File: config.mk
export PLATFORM = sky130hd
export DESIGN_NAME = onc_sqrt
export DESIGN_NICKNAME = d
export VERILOG_FILES = /design/src/design/onc_pkg.sv /design/src/design/onc_sqrt.sv
export SDC_FILE = /design/constraint.sdc
export NUM_CORES = 2
export LEC_CHECK = 0
export ABC_AREA = 0
export BUFFER_PORTS_ARGS = -buffer_cell sky130_fd_sc_hd__buf_2
export CAP_MARGIN = 20
export CORE_UTILIZATION = 63
export DETAILED_ROUTE_END_ITERATION = 6
export PLACE_DENSITY = 0.87
export SYNTH_ARGS = -nofsm -noshare
export SYNTH_HDL_FRONTEND = slang
export SYNTH_SLANG_ARGS = --single-unit
File: constraint.sdc
create_clock -name clock -period 3.7 [get_ports clock]
set_clock_uncertainty 0.05 [all_clocks]
set_input_delay 0.185 -clock clock [delete_from_list [all_inputs] [get_ports clock]]
set_output_delay 0.185 -clock clock [all_outputs]
set_load 0.01 [all_outputs]
File: src/design/onc_pkg.sv
package onc_pkg;

   // lane count: three divide / square root lanes, shared by encode and decode
   localparam int LANES = 3;

   // divider: quotient bits, divisor bits, dividend bits
   localparam int QW = 33;
   localparam int DW = 32;
   localparam int NW = QW + DW;

   // square root: root bits and trial width
   localparam int RW = 17;
   localparam int TW = QW + 2;

   // squared component width (|n| <= 32768)
   localparam int SQW = 31;

   // payload widths of the stream groups
   localparam int REQ_W = 80;
   localparam int RSP_W = 80;

   // Q1.15 constants
   localparam logic [15:0] HALF_Q15 = 16'd16384;
   localparam logic [15:0] ONE_Q15  = 16'd32768;
   localparam logic [15:0] MAX_Q15  = 16'd32767;

   // item modes
   localparam logic MODE_ENCODE = 1'b0;
   localparam logic MODE_DECODE = 1'b1;

   // control and sideband that travel with each item
   typedef struct packed {
      logic             mode;
      logic             zero;
      logic [LANES-1:0] neg;
      logic [15:0]      enc_u;
      logic [15:0]      enc_v;
   } side_type;

   typedef logic [LANES-1:0][NW-1:0] num_type;
   typedef logic [LANES-1:0][DW-1:0] den_type;
   typedef logic [LANES-1:0][QW-1:0] quo_type;
   typedef logic [LANES-1:0][RW-1:0] root_type;

endpackage

File: src/design/onc_sqrt.sv
module onc_sqrt (
   input  logic              clock,
   input  logic              reset,
   input  logic              adv,
   input  logic              in_valid,
   input  onc_pkg::side_type in_side,
   input  onc_pkg::quo_type  in_quo,
   output logic              out_valid,
   output onc_pkg::side_type out_side,
   output onc_pkg::root_type out_root
);

   // one root bit per stage, most significant first
   logic [onc_pkg::RW-1:0] v_ff;
   onc_pkg::side_type      side_ff [onc_pkg::RW];
   onc_pkg::quo_type       rem_ff  [onc_pkg::RW-1];
   onc_pkg::root_type      root_ff [onc_pkg::RW];

   onc_pkg::side_type      side_in;
   onc_pkg::quo_type       src_rem  [onc_pkg::RW];
   onc_pkg::root_type      src_root [onc_pkg::RW];
   onc_pkg::quo_type       rem_in   [onc_pkg::RW-1];
   onc_pkg::root_type      root_in  [onc_pkg::RW];

   always_comb begin
      logic [onc_pkg::TW-1:0] tv;
      logic                   take;
      // encode results leave the divider here; keep them with the item
      side_in = in_side;
      if (in_side.mode == onc_pkg::MODE_ENCODE) begin
         side_in.enc_u = in_quo[0][15:0];
         side_in.enc_v = in_quo[1][15:0];
      end
      src_rem[0]  = in_quo;
      src_root[0] = '0;
      for (int k = 1; k < onc_pkg::RW; k++) begin
         src_rem[k]  = rem_ff[k-1];
         src_root[k] = root_ff[k-1];
      end
      for (int k = 0; k < onc_pkg::RW; k++) begin
         for (int l = 0; l < onc_pkg::LANES; l++) begin
            tv   = (onc_pkg::TW'(src_root[k][l]) << (onc_pkg::RW - k))
                 + (onc_pkg::TW'(1) << (2 * (onc_pkg::RW - 1 - k)));
            take = (onc_pkg::TW'(src_rem[k][l]) >= tv);
            root_in[k][l] = src_root[k][l]
                          | (take ? (onc_pkg::RW'(1) << (onc_pkg::RW - 1 - k)) : '0);
            if (k < onc_pkg::RW - 1) begin
               rem_in[k][l] = take ? onc_pkg::QW'(onc_pkg::TW'(src_rem[k][l]) - tv)
                                   : src_rem[k][l];
            end
         end
      end
   end

   // valid bits
   always_ff @(posedge clock) begin
      if (reset) begin
         v_ff <= '0;
      end else if (adv) begin
         v_ff <= {v_ff[onc_pkg::RW-2:0], in_valid};
      end
   end

   // payload
   always_ff @(posedge clock) begin
      if (adv) begin
         side_ff[0] <= side_in;
         for (int k = 1; k < onc_pkg::RW; k++) begin
            side_ff[k] <= side_ff[k-1];
         end
         rem_ff  <= rem_in;
         root_ff <= root_in;
      end
   end

   assign out_valid = v_ff[onc_pkg::RW-1];
   assign out_side  = side_ff[onc_pkg::RW-1];
   assign out_root  = root_ff[onc_pkg::RW-1];

endmodule

==> summary.md <==
| Metric | Value |
|---|---|
| Status | finished clean |
| Seq cells post-synth | 2689 |
| Distinct cell type count after synthesis | 90 |
| Number of I/O pins | 229 |
| DR DRC count | 0 |
| Crit path kind | flop to flop |
| Final WL | 226000 um |
| Gate power share | 14.4% |
| Switching Power | 20100 uW |
| Min-Delay Path Depth | 2 |
| FF+latch area | 80600 um^2 |
| Clock Power Share | 34.6% |
| Reg power frac | 51.0% |
| Drt pass-1 iters | 6 |
| Initial antenna violation count | 2 |
| Die Y | 431 um |
| Async SR Flop Fraction | 0% |
| Setup Viol. Count Final | 0 |
| Area Overhead vs Synth | 13.8% |
| Hold Startpoint | in_quo[15] |
| Global route overflow | 0 |
| Core area | 182000 um^2 |
| Peak VDD IR | 0.544 mV |
| Max_cap viols | 0 |
| RSZ-0062 raised after global routing | no |
| HPWL Detailed | 141000 um |
| Switching share of power | 25.4% |
| Iter 0 DRT Violations | 5112 |
| Largest net degree at the start of global routing | 152 |
| Area of the multi-input gates | 31800 um^2 |
| Final worst-path cycle share | 95.6% |
| Worst slew pin tran | 0.811 ns |
| Hold endpoint | rem_ff[1500] |
| Number of global-route vias before repair | 67.6k |
| Starting Density | 63.7% |
| Setup Total Neg Slack | 0 ns |
| CTS buffer count | 284 |
| CTS tree | built |
| Mean Syn Cell Area | 14.3 um^2 |
| Number of placement rows | 156 |
| First-pass GRT wire length | 357000 um |
| Hold crit path type | primary input to flop |
| Synthesized area | 116000 um^2 |
| Root buf cell | clkbuf_16 |
| FILL cells | 10.9k |
| Register area share after synthesis | 69.6% |
| Via Count | 66.7k |
| Yosys warnings | 0 |
| CP Capture Type | flop |
| PD cells | 599 nW/um^2 |
| Clk Latency, worst-skew pair | 0.94 ns |
| DRT antenna net count | 0 |
| Synth area leaders | edfxtp_1 (69%), ha_1 (5.4%), xor2_1 (2.3%) |
| Via-to-Cell Ratio | 5.80 |
| Worst slew margin | 45.6% |
| GRT Overall Usage | 24.2% |
| Htree depth | 5 |
| R2R Path Start | rem_ff[375] |
| Post-Route Hold Slack | 0.102 ns |
| Die W | 431 um |
| Crit path launch type | flop |
| Reg clk slew, reported paths | 0.07 ns |
| NumNets Final | 9483 |
| Placed insts | 10.7k |
| Clock Tree Buf Depth | 4 |
| Reg2Reg Setup Slack | 0.16 ns |
| Cells after Synth | 8112 |
| Req. time, crit path | 4.28 ns |
| CP Max Fanout | 6 |
| Leak | 0.0493 uW |
| Endpoints failing hold | 0 |
| Clock sinks | 2689 |
| Setup bufs post-CTS | 0 |
| Slew Viols, Final | 0 |
| Final cell count without fillers | 11.5k |
| Period minus WS final | 3.54 ns |
| Total power | 79000 uW |
| Post-synth EDFFs | 2672 |
| Die area | 185000 um^2 |
| Worst Path Arrival | 4.11 ns |
| Core Util, Final | 72.5% |
| Fmax | 283 MHz |
| R2r endpoint | rem_ff[294] |
| Yosys top cell area share | 69.3% |
| Layout cells sized above 1 | 9.79% |
| Per-cell routed wire length | 19.7 um |
| Reg2reg path depth | 8 |
| Internal | 58900 uW |
| Synth area leader | edfxtp_1 |
| Port Buf Inserts | 228 |
| RePlAce Congestion | 0.943 |
| Main synth FF type | edfxtp_1 |
==> synth_stat cells, types with 97 or more instances <==
master / number
xnor2_1: 301
nor2_1: 418
o21a_1: 112
nand2_1: 527
o21ai_0: 404
nor4_1: 221
nand2b_1: 102
xor2_1: 307
nor3_1: 194
ha_1: 498
a21o_1: 97
inv_1: 620
edfxtp_1: 2672
nand3_1: 118
a21oi_1: 335
==> per-stage QoR <==
stage / area (um^2) / setup WS (ns)
floorplan: 116000 / 0.623
global placement: 120000 / 0.283
detailed placement: 120000 / 0.194
CTS: 132000 / 0.186
global route: 132000 / 0.0720
finish: 132000 / 0.162
==> how the worst max path moves through the flow <==
stage | startpoint | to | slack, ns
2_1_floorplan | rem_ff[742] | rem_ff[645] | 0.62
5_1_grt | root_ff[350] | rem_ff[489] | 0.07
6_report | rem_ff[375] | rem_ff[294] | 0.16
3_5_place_dp | rem_ff[375] | rem_ff[294] | 0.19
3_3_place_gp | rem_ff[169] | rem_ff[94] | 0.28
4_1_cts | rem_ff[375] | rem_ff[294] | 0.19
==> layout by cell type (no fill, tap or decap), types with 42 or more instances in the layout <==
cell type         n
a21o_1           97
clkinv_1         43
clkbuf_1         58
xnor2_1         301
nand3_1         118
clkbuf_16       296
nor4_1          221
o21ai_0         403
buf_2           227
edfxtp_1       2672
inv_1           620
mux2_2           76
nand4_1          93
nand2b_1        102
a21oi_1         334
clkinv_2         42
nor2b_1          66
nor2_1          418
nand2_1         527
ha_1            498
nor4b_1          46
o31ai_1          77
xor2_1          307
dlygate4sd3_1   282
buf_4           104
or3_1            70
o21a_1          112
a211oi_1         42
nor3_1          194
==> worst max-delay path: stages, from the launching register on <==
cell	delay, ns
edfxtp_1	0.40
ha_1	0.39
or4b_2	0.61
nor3_1	0.31
o311ai_0	0.19
nor3b_2	0.24
nor4_1	0.29
or4b_2	0.63
xnor2_1	0.17
==> power by group through the flow <==
stage	clock network, uW	registers (uW)	logic, uW
after CTS	27500	40100	11200
final	27300	40200	11400
after global routing	28900	40500	12600
after global placement	0	40500	10300
after detailed placement	0	40700	10800
after floorplan	0	39800	8070
==> registers in the layout, indices dropped and copies added (netlist names) <==
signal	count
rem_ff	1584
side_ff	629
root_ff	408
out_root	51
v_ff	17
==> cell families (layout without fill, tap and decap cells) <==
logic type | Yosys count | in the layout | share of synthesized area [%]
other | 1 | 4 | 0.00324
AO/OA/AOI/OAI | 1311 | 1311 | 7.13
multiplexers | 105 | 105 | 0.991
adder cells (fa/ha/maj) | 501 | 501 | 5.43
buffers and inverters | 820 | 1743 | 2.98
AND/OR/NAND/NOR | 2077 | 2077 | 9.25
XOR/XNOR | 608 | 608 | 4.60
flip-flops | 2689 | 2689 | 69.6
==> layer usage <==
| layer | up-vias | track usage (%) | wire length [um] |
|---|---|---|---|
| met5 | - | 0 | 0 |
| met4 | 0 | 13.2 | 12500 |
| met3 | 710 | 3.32 | 10200 |
| met2 | 2362 | 43.1 | 115000 |
| met1 | 31800 | 28.5 | 88600 |
| li1 | 31807 | - | - |
==> layout make-up <==
cell class	count	share of cell area [%]
Antenna cell	1	0.00190
Clock buffer	354	5.79
Clock inverter	127	0.893
Inverter	625	1.78
Multi-Input combinational cell	4605	24.1
Sequential cell	2689	61.1
Tap cell	2449	2.33
Timing Repair Buffer	637	3.96
==> repair_timing <==
item                                    4_1_cts  5_1_grt
resized for setup                             0        1
endpoints found under the setup margin        0        2
hold endpoints to repair                    657        0
hold buffers                                282        0
Note: power is estimated with default switching activity, not from simulation.
