### src/design/onc_pkg.sv
package onc_pkg;

   // lane count: three divide / square root lanes, shared by encode and decode
   localparam int LANES = 3;

   // divider: quotient bits, divisor bits, dividend bits
   localparam int QW = 33;
   localparam int DW = 32;
   localparam int NW = QW + DW;

   // square root: root bits and trial width
   localparam int RW = 17;
   localparam int TW = QW + 2;

   // squared component width (|n| <= 32768)
   localparam int SQW = 31;

   // payload widths of the stream groups
   localparam int REQ_W = 80;
   localparam int RSP_W = 80;

   // Q1.15 constants
   localparam logic [15:0] HALF_Q15 = 16'd16384;
   localparam logic [15:0] ONE_Q15  = 16'd32768;
   localparam logic [15:0] MAX_Q15  = 16'd32767;

   // item modes
   localparam logic MODE_ENCODE = 1'b0;
   localparam logic MODE_DECODE = 1'b1;

   // control and sideband that travel with each item
   typedef struct packed {
      logic             mode;
      logic             zero;
      logic [LANES-1:0] neg;
      logic [15:0]      enc_u;
      logic [15:0]      enc_v;
   } side_type;

   typedef logic [LANES-1:0][NW-1:0] num_type;
   typedef logic [LANES-1:0][DW-1:0] den_type;
   typedef logic [LANES-1:0][QW-1:0] quo_type;
   typedef logic [LANES-1:0][RW-1:0] root_type;

endpackage

### src/design/onc_front.sv
module onc_front (
   input  logic               clock,
   input  logic               reset,
   input  logic               adv,
   input  logic               in_valid,
   input  logic               mode,
   input  logic [15:0]        vec_x,
   input  logic [15:0]        vec_y,
   input  logic [15:0]        vec_z,
   input  logic [15:0]        enc_u,
   input  logic [15:0]        enc_v,
   output logic               out_valid,
   output onc_pkg::side_type  out_side,
   output onc_pkg::num_type   out_num,
   output onc_pkg::den_type   out_den
);

   // stage A: norms, folding, decode unfold
   logic [15:0]        ax, ay, az;
   logic [16:0]        len_in;
   logic [17:0]        two_len;
   logic [17:0]        au_in, av_in;
   logic [15:0]        uc, vc;
   logic signed [17:0] fx, fy, afx, afy, nz, t;
   logic signed [17:0] n_in [onc_pkg::LANES];

   logic               a_valid_ff, a_mode_ff, a_zero_ff;
   logic [16:0]        a_len_ff;
   logic [17:0]        a_au_ff, a_av_ff;
   logic signed [17:0] a_n_ff [onc_pkg::LANES];

   always_comb begin
      ax = vec_x[15] ? (~vec_x + 16'd1) : vec_x;
      ay = vec_y[15] ? (~vec_y + 16'd1) : vec_y;
      az = vec_z[15] ? (~vec_z + 16'd1) : vec_z;
      len_in  = {1'b0, ax} + {1'b0, ay} + {1'b0, az};
      two_len = {len_in, 1'b0};
      // fold over the octahedron when z is negative
      if (vec_z[15]) begin
         au_in = vec_x[15] ? {2'b00, ay} : (two_len - {2'b00, ay});
         av_in = vec_y[15] ? {2'b00, ax} : (two_len - {2'b00, ax});
      end else begin
         au_in = {1'b0, len_in} + {{2{vec_x[15]}}, vec_x};
         av_in = {1'b0, len_in} + {{2{vec_y[15]}}, vec_y};
      end
      // decode: clamp, map to [-1,1], unfold
      uc  = (enc_u > onc_pkg::ONE_Q15) ? onc_pkg::ONE_Q15 : enc_u;
      vc  = (enc_v > onc_pkg::ONE_Q15) ? onc_pkg::ONE_Q15 : enc_v;
      fx  = $signed({1'b0, uc, 1'b0}) - 18'sd32768;
      fy  = $signed({1'b0, vc, 1'b0}) - 18'sd32768;
      afx = (fx < 0) ? -fx : fx;
      afy = (fy < 0) ? -fy : fy;
      nz  = 18'sd32768 - afx - afy;
      t   = (nz < 0) ? -nz : 18'sd0;
      n_in[0] = (fx >= 0) ? (fx - t) : (fx + t);
      n_in[1] = (fy >= 0) ? (fy - t) : (fy + t);
      n_in[2] = nz;
   end

   // stage B: squares for decode, encode dividends
   logic [15:0]              m [onc_pkg::LANES];
   logic [onc_pkg::SQW-1:0]  sq_in [onc_pkg::LANES];
   logic [onc_pkg::LANES-1:0] neg_in;
   logic [32:0]              enum_u_in, enum_v_in;

   logic                     b_valid_ff, b_mode_ff, b_zero_ff;
   logic [onc_pkg::LANES-1:0] b_neg_ff;
   logic [onc_pkg::SQW-1:0]  b_sq_ff [onc_pkg::LANES];
   logic [32:0]              b_enum_u_ff, b_enum_v_ff;
   logic [17:0]              b_den_ff;

   always_comb begin
      for (int l = 0; l < onc_pkg::LANES; l++) begin
         neg_in[l] = a_n_ff[l][17];
         m[l]      = a_n_ff[l][17] ? 16'(-a_n_ff[l]) : a_n_ff[l][15:0];
         sq_in[l]  = onc_pkg::SQW'(32'(m[l]) * 32'(m[l]));
      end
      enum_u_in = {a_au_ff, 15'd0} + 33'(a_len_ff);
      enum_v_in = {a_av_ff, 15'd0} + 33'(a_len_ff);
   end

   // stage C: sum of squares, lane dividends and divisors
   logic [onc_pkg::DW-1:0] s_in;
   onc_pkg::side_type      side_in;
   onc_pkg::num_type       num_in;
   onc_pkg::den_type       den_in;

   logic                   c_valid_ff;
   onc_pkg::side_type      c_side_ff;
   onc_pkg::num_type       c_num_ff;
   onc_pkg::den_type       c_den_ff;

   always_comb begin
      s_in = onc_pkg::DW'(b_sq_ff[0]) + onc_pkg::DW'(b_sq_ff[1]) + onc_pkg::DW'(b_sq_ff[2]);
      side_in.mode  = b_mode_ff;
      side_in.zero  = b_zero_ff;
      side_in.neg   = b_neg_ff;
      side_in.enc_u = '0;
      side_in.enc_v = '0;
      if (b_mode_ff == onc_pkg::MODE_DECODE) begin
         for (int l = 0; l < onc_pkg::LANES; l++) begin
            num_in[l] = onc_pkg::NW'({b_sq_ff[l], 32'd0});
            den_in[l] = s_in;
         end
      end else begin
         num_in[0] = onc_pkg::NW'(b_enum_u_ff);
         num_in[1] = onc_pkg::NW'(b_enum_v_ff);
         num_in[2] = '0;
         den_in[0] = onc_pkg::DW'({b_den_ff, 1'b0}) >> 1;
         den_in[1] = onc_pkg::DW'(b_den_ff);
         den_in[2] = onc_pkg::DW'(1);
      end
   end

   // valid bits
   always_ff @(posedge clock) begin
      if (reset) begin
         a_valid_ff <= 1'b0;
         b_valid_ff <= 1'b0;
         c_valid_ff <= 1'b0;
      end else if (adv) begin
         a_valid_ff <= in_valid;
         b_valid_ff <= a_valid_ff;
         c_valid_ff <= b_valid_ff;
      end
   end

   // payload, advance with the pipe
   always_ff @(posedge clock) begin
      if (adv) begin
         a_mode_ff   <= mode;
         a_zero_ff   <= (mode == onc_pkg::MODE_ENCODE) && (len_in == 17'd0);
         a_len_ff    <= len_in;
         a_au_ff     <= au_in;
         a_av_ff     <= av_in;
         a_n_ff      <= n_in;
         b_mode_ff   <= a_mode_ff;
         b_zero_ff   <= a_zero_ff;
         b_neg_ff    <= neg_in;
         b_sq_ff     <= sq_in;
         b_enum_u_ff <= enum_u_in;
         b_enum_v_ff <= enum_v_in;
         b_den_ff    <= {a_len_ff, 1'b0};
         c_side_ff   <= side_in;
         c_num_ff    <= num_in;
         c_den_ff    <= den_in;
      end
   end

   assign out_valid = c_valid_ff;
   assign out_side  = c_side_ff;
   assign out_num   = c_num_ff;
   assign out_den   = c_den_ff;

endmodule

### config.mk
export PLATFORM = sky130hd
export DESIGN_NAME = onc_front
export DESIGN_NICKNAME = d
export VERILOG_FILES = /design/src/design/onc_pkg.sv /design/src/design/onc_front.sv
export SDC_FILE = /design/constraint.sdc
export NUM_CORES = 2
export LEC_CHECK = 0
export ABC_AREA = 1
export ABC_CLOCK_PERIOD_IN_PS = 7400
export BUFFER_PORTS_ARGS = -buffer_cell sky130_fd_sc_hd__buf_2
export CORE_MARGIN = 3
export CORE_UTILIZATION = 35
export DETAILED_ROUTE_END_ITERATION = 6
export GPL_TIMING_DRIVEN = 0
export PLACE_DENSITY = 0.51
export SLEW_MARGIN = 10
export SYNTH_ARGS = -nofsm -noshare
export SYNTH_HDL_FRONTEND = slang
export SYNTH_SLANG_ARGS = --single-unit
### constraint.sdc
create_clock -name clock -period 7.4 [get_ports clock]
set_input_delay 0.37 -clock clock [delete_from_list [all_inputs] [get_ports clock]]
set_output_delay 0.37 -clock clock [all_outputs]
set_load 0.02 [all_outputs]
==> summary.md <==
### Cells and area
• 17.2% — area growth from synthesis to layout
• 13.7k — Filler Cell Count
• 7257 — count of nets after finishing
• 13000 um^2 — area taken by flip-flops and latches
• 8021 — post-route insts no fill
• 0.159 — share of post-route cells with drive strength above 1
• 56700 um^2 — final design instance area without fill
• 30800 um^2 — footprint of the multi-input gates

### Hold path
• 1 — Hold Path Stages
• out_num[30] — end of the worst hold path
• adv — worst hold start
• in2reg — path class of the lowest-slack min-delay path

### Routing
• 2478 — DRC marker count from the first detailed-route iteration
• 5 — number of detailed-route iterations in the first pass
• 4.76 — via/cell ratio
• 151 mm — overall routed net length
• 18.8 um — post-DR wirelength/cell
• 0 — count of unresolved DRC violations after routing
• 0 — Routed Antenna Nets
• 38.2k — count of vias placed by the detailed router

### Worst setup path
• fa_2 — Critical-path top delay cell
• fa_1 — Most Frequent Cell on Critical Path
• 7.79 ns — required time worst endpoint
• 0.24 ns — minimum setup slack among reg-to-reg paths
• 0.57 ns — max incr delay on CP
• flip-flop — category of the worst setup path capture point
• 7.55 ns — Data arrival, critical path
• 35 — worst-case reg-to-reg path depth
• b_sq_ff[91] — Reg2Reg Capture Point
• 8 — Crit Path Max Fanout
• flip-flop — launching element type of the critical path
• reg2reg — type of the setup path with the least slack
• a_n_ff[37] — origin of the critical flop-to-flop path

### Global route
• 112 — largest net degree at the start of global routing
• 7 — initial antenna violation count
• 227 mm — global-route wire length before repair
• 0 — total global routing overflow
• 0.209 — GRT Resource Usage Total
• 37.9k — via count of the first global-routing pass

### Timing
• 0 — final number of setup-violating endpoints
• 0.168 — Max-Slew Margin vs Limit
• 140 MHz — maximum clock rate
• 0.967 — ratio of final minimum period to clock period
• 0 ns — Final TNS setup
• yes — unrepaired setup endpoints after global routing
• 7.16 ns — final critical path time including I/O delays and setup
• 0 — number of endpoints with negative hold slack in the final report
• 0.0265 ns — Fin Clk Skew
• 1.24 ns — transition at the pin with the smallest max-transition slack
• 0 — Final Max Tran Viols

### Yosys
• 0.268 — share of the synthesized area in the top cell type
• 0.269 — register area share after synthesis
• 60 — count of different cell masters after synthesis
• 435 — flip-flop and latch count after synthesis
• 5616 — number of standard cells after synthesis
• edfxtp_1, fa_1, ha_1 — top post-synthesis cells by area
• 48400 um^2 — total standard cell area after synthesis
• edfxtp_1 — post-synth top area cell
• 0 — fraction of synthesis flops using an asynchronous set or reset pin
• 432 — number of synthesized flops with an enable pin
• 0 — Synth warnings
• edfxtp_1 — dominant register cell in the synthesized netlist
• 8.61 um^2 — per-instance average area after synthesis

### Place
• 0.942 — RD Place Congestion
• 52700 um^2 — total placed instance area
• 332 — total of buffers placed on input and output ports
• 7814 — Placed Cells incl. Taps
• 126 mm — total half-perimeter wirelength after legalization and detailed placement

### Run status
• finished, final reports clean — result of the run

### CTS
• 52 — total clock buffers created by CTS
• clkbuf_16 — CTS Root Cell
• 0.06 ns — Worst-path clk slew
• done — TritonCTS clock tree
• 0.64 ns — later-pin clock latency in the skew report
• 435 — clock sinks
• 2 — H-tree depth
• 3 — maximum number of buffers from clock root to sink

### Die
• 378 um — DIE WIDTH
• 378 um — y dimension of the die
• 143000 um^2 — total die area
• 0.355 — Initial Utilization
• 135 — num rows
• 414 — I/O pin total
• 136000 um^2 — core area

### Job
• 0 — maxcap violations

cell usage in the layout, fill, tap and decap left out, types with 17 or more instances in the layout:
master,count
o211ai_1,17
o21ai_0,200
nor2_4,18
o21bai_1,17
inv_2,30
a21oi_2,22
nand2_1,849
nor2_1,465
ha_4,22
inv_1,1200
a21oi_1,287
nand4_1,33
conb_1,80
o21ai_1,17
clkbuf_16,54
buf_2,332
xor2_1,193
o21a_1,18
or2_2,32
fa_1,463
xnor2_1,71
nor3_1,64
buf_4,250
a31oi_1,17
clkinvlp_4,17
nor2_2,42
ha_1,477
nand3_1,160
nand2_2,25
clkbuf_1,52
edfxtp_1,432
synthesized netlist by cell type (15+ instances only):
cell      instances
a21oi_1         312
a31oi_1          18
buf_4           142
clkbuf_1         61
clkinv_1         15
edfxtp_1        432
fa_1            471
ha_1            503
inv_1          1236
nand2_1         881
nand3_1         167
nand4_1          33
nor2_1          519
nor3_1           73
nor4_1           18
o211ai_1         17
o21a_1           18
o21ai_0         221
o21bai_1         18
or2_2            32
xnor2_1          76
xor2_1          199
how the worst max path moves through the flow:
stage / startpoint / to / slack [ns]
final: a_n_ff[37] / b_sq_ff[91] / 0.24
after global routing: a_n_ff[1] / b_sq_ff[28] / -0.06
after CTS: a_n_ff[19] / b_sq_ff[60] / 0.006
after detailed placement: a_n_ff[19] / b_sq_ff[61] / -1.96
after global placement: a_n_ff[19] / b_sq_ff[61] / -1.91
after floorplan: a_n_ff[19] / b_sq_ff[60] / 0.002
flip-flops by register name, indices dropped and copies added (netlist names), 2 cells and up:
register,flops
b_den_ff,2
a_n_ff,48
b_enum_u_ff,33
b_enum_v_ff,18
a_len_ff,17
out_side,5
b_neg_ff,3
a_av_ff,18
a_au_ff,18
out_den,47
out_num,135
b_sq_ff,84
what timing repair did:
item,CTS,global route
resized for setup,180,219
gates cloned,0,0
buffers inserted,62,48
endpoints found under the hold margin,5,0
pin swaps,55,82
setup endpoints to repair,55,46
hold buffers,3,0
routing by layer:
metal	vias to the layer above	wire, um	global-route usage
met5	-	0	0
met4	0	4150	0.0555
met3	180	7410	0.0203
met2	1009	67500	0.334
met1	18300	71700	0.301
li1	18700	-	-
worst max-delay path: cells and delay by family, from the launching register on:
family          cells  cell delay, ns
fa+ha+maj           8            3.40
buf+inv            12            1.00
simple gates        9            1.00
compound gates      5            0.92
flops               1            0.42
xor+xnor            1            0.14
cell type report:
cell class / count / area share
Clock inverter: 34 / 0.00495
Buffer: 216 / 0.0255
Tap cell: 1781 / 0.0393
Antenna cell: 1 / 0.0000442
Clock buffer: 61 / 0.0239
Sequential cell: 435 / 0.230
Timing Repair Buffer: 450 / 0.0474
Multi-Input combinational cell: 3783 / 0.544
Inverter: 1260 / 0.0850
per-stage QoR:
step	worst slack, ns	util	hold WS [ns]
global route	-0.0619	0.416	0.0261
global placement	-1.91	0.386	0.401
finish	0.242	0.416	0.0695
floorplan	0.00230	-	0.400
detailed placement	-1.96	0.387	0.405
CTS	0.00649	0.408	0.0136
cells by family after synthesis:
| family | Yosys count | share of synthesized area |
|---|---|---|
| simple gates | 1762 | 0.150 |
| buf+inv | 1477 | 0.126 |
| other cells | 1 | 0.0000775 |
| xor+xnor | 277 | 0.0505 |
| mux | 1 | 0.000207 |
| flops | 435 | 0.269 |
| fa+ha+maj | 974 | 0.325 |
| compound gates | 689 | 0.0790 |
Power is left out: the tool's default activity adds up to more than one toggle a clock period on the data nets, which glitch-free logic cannot reach.
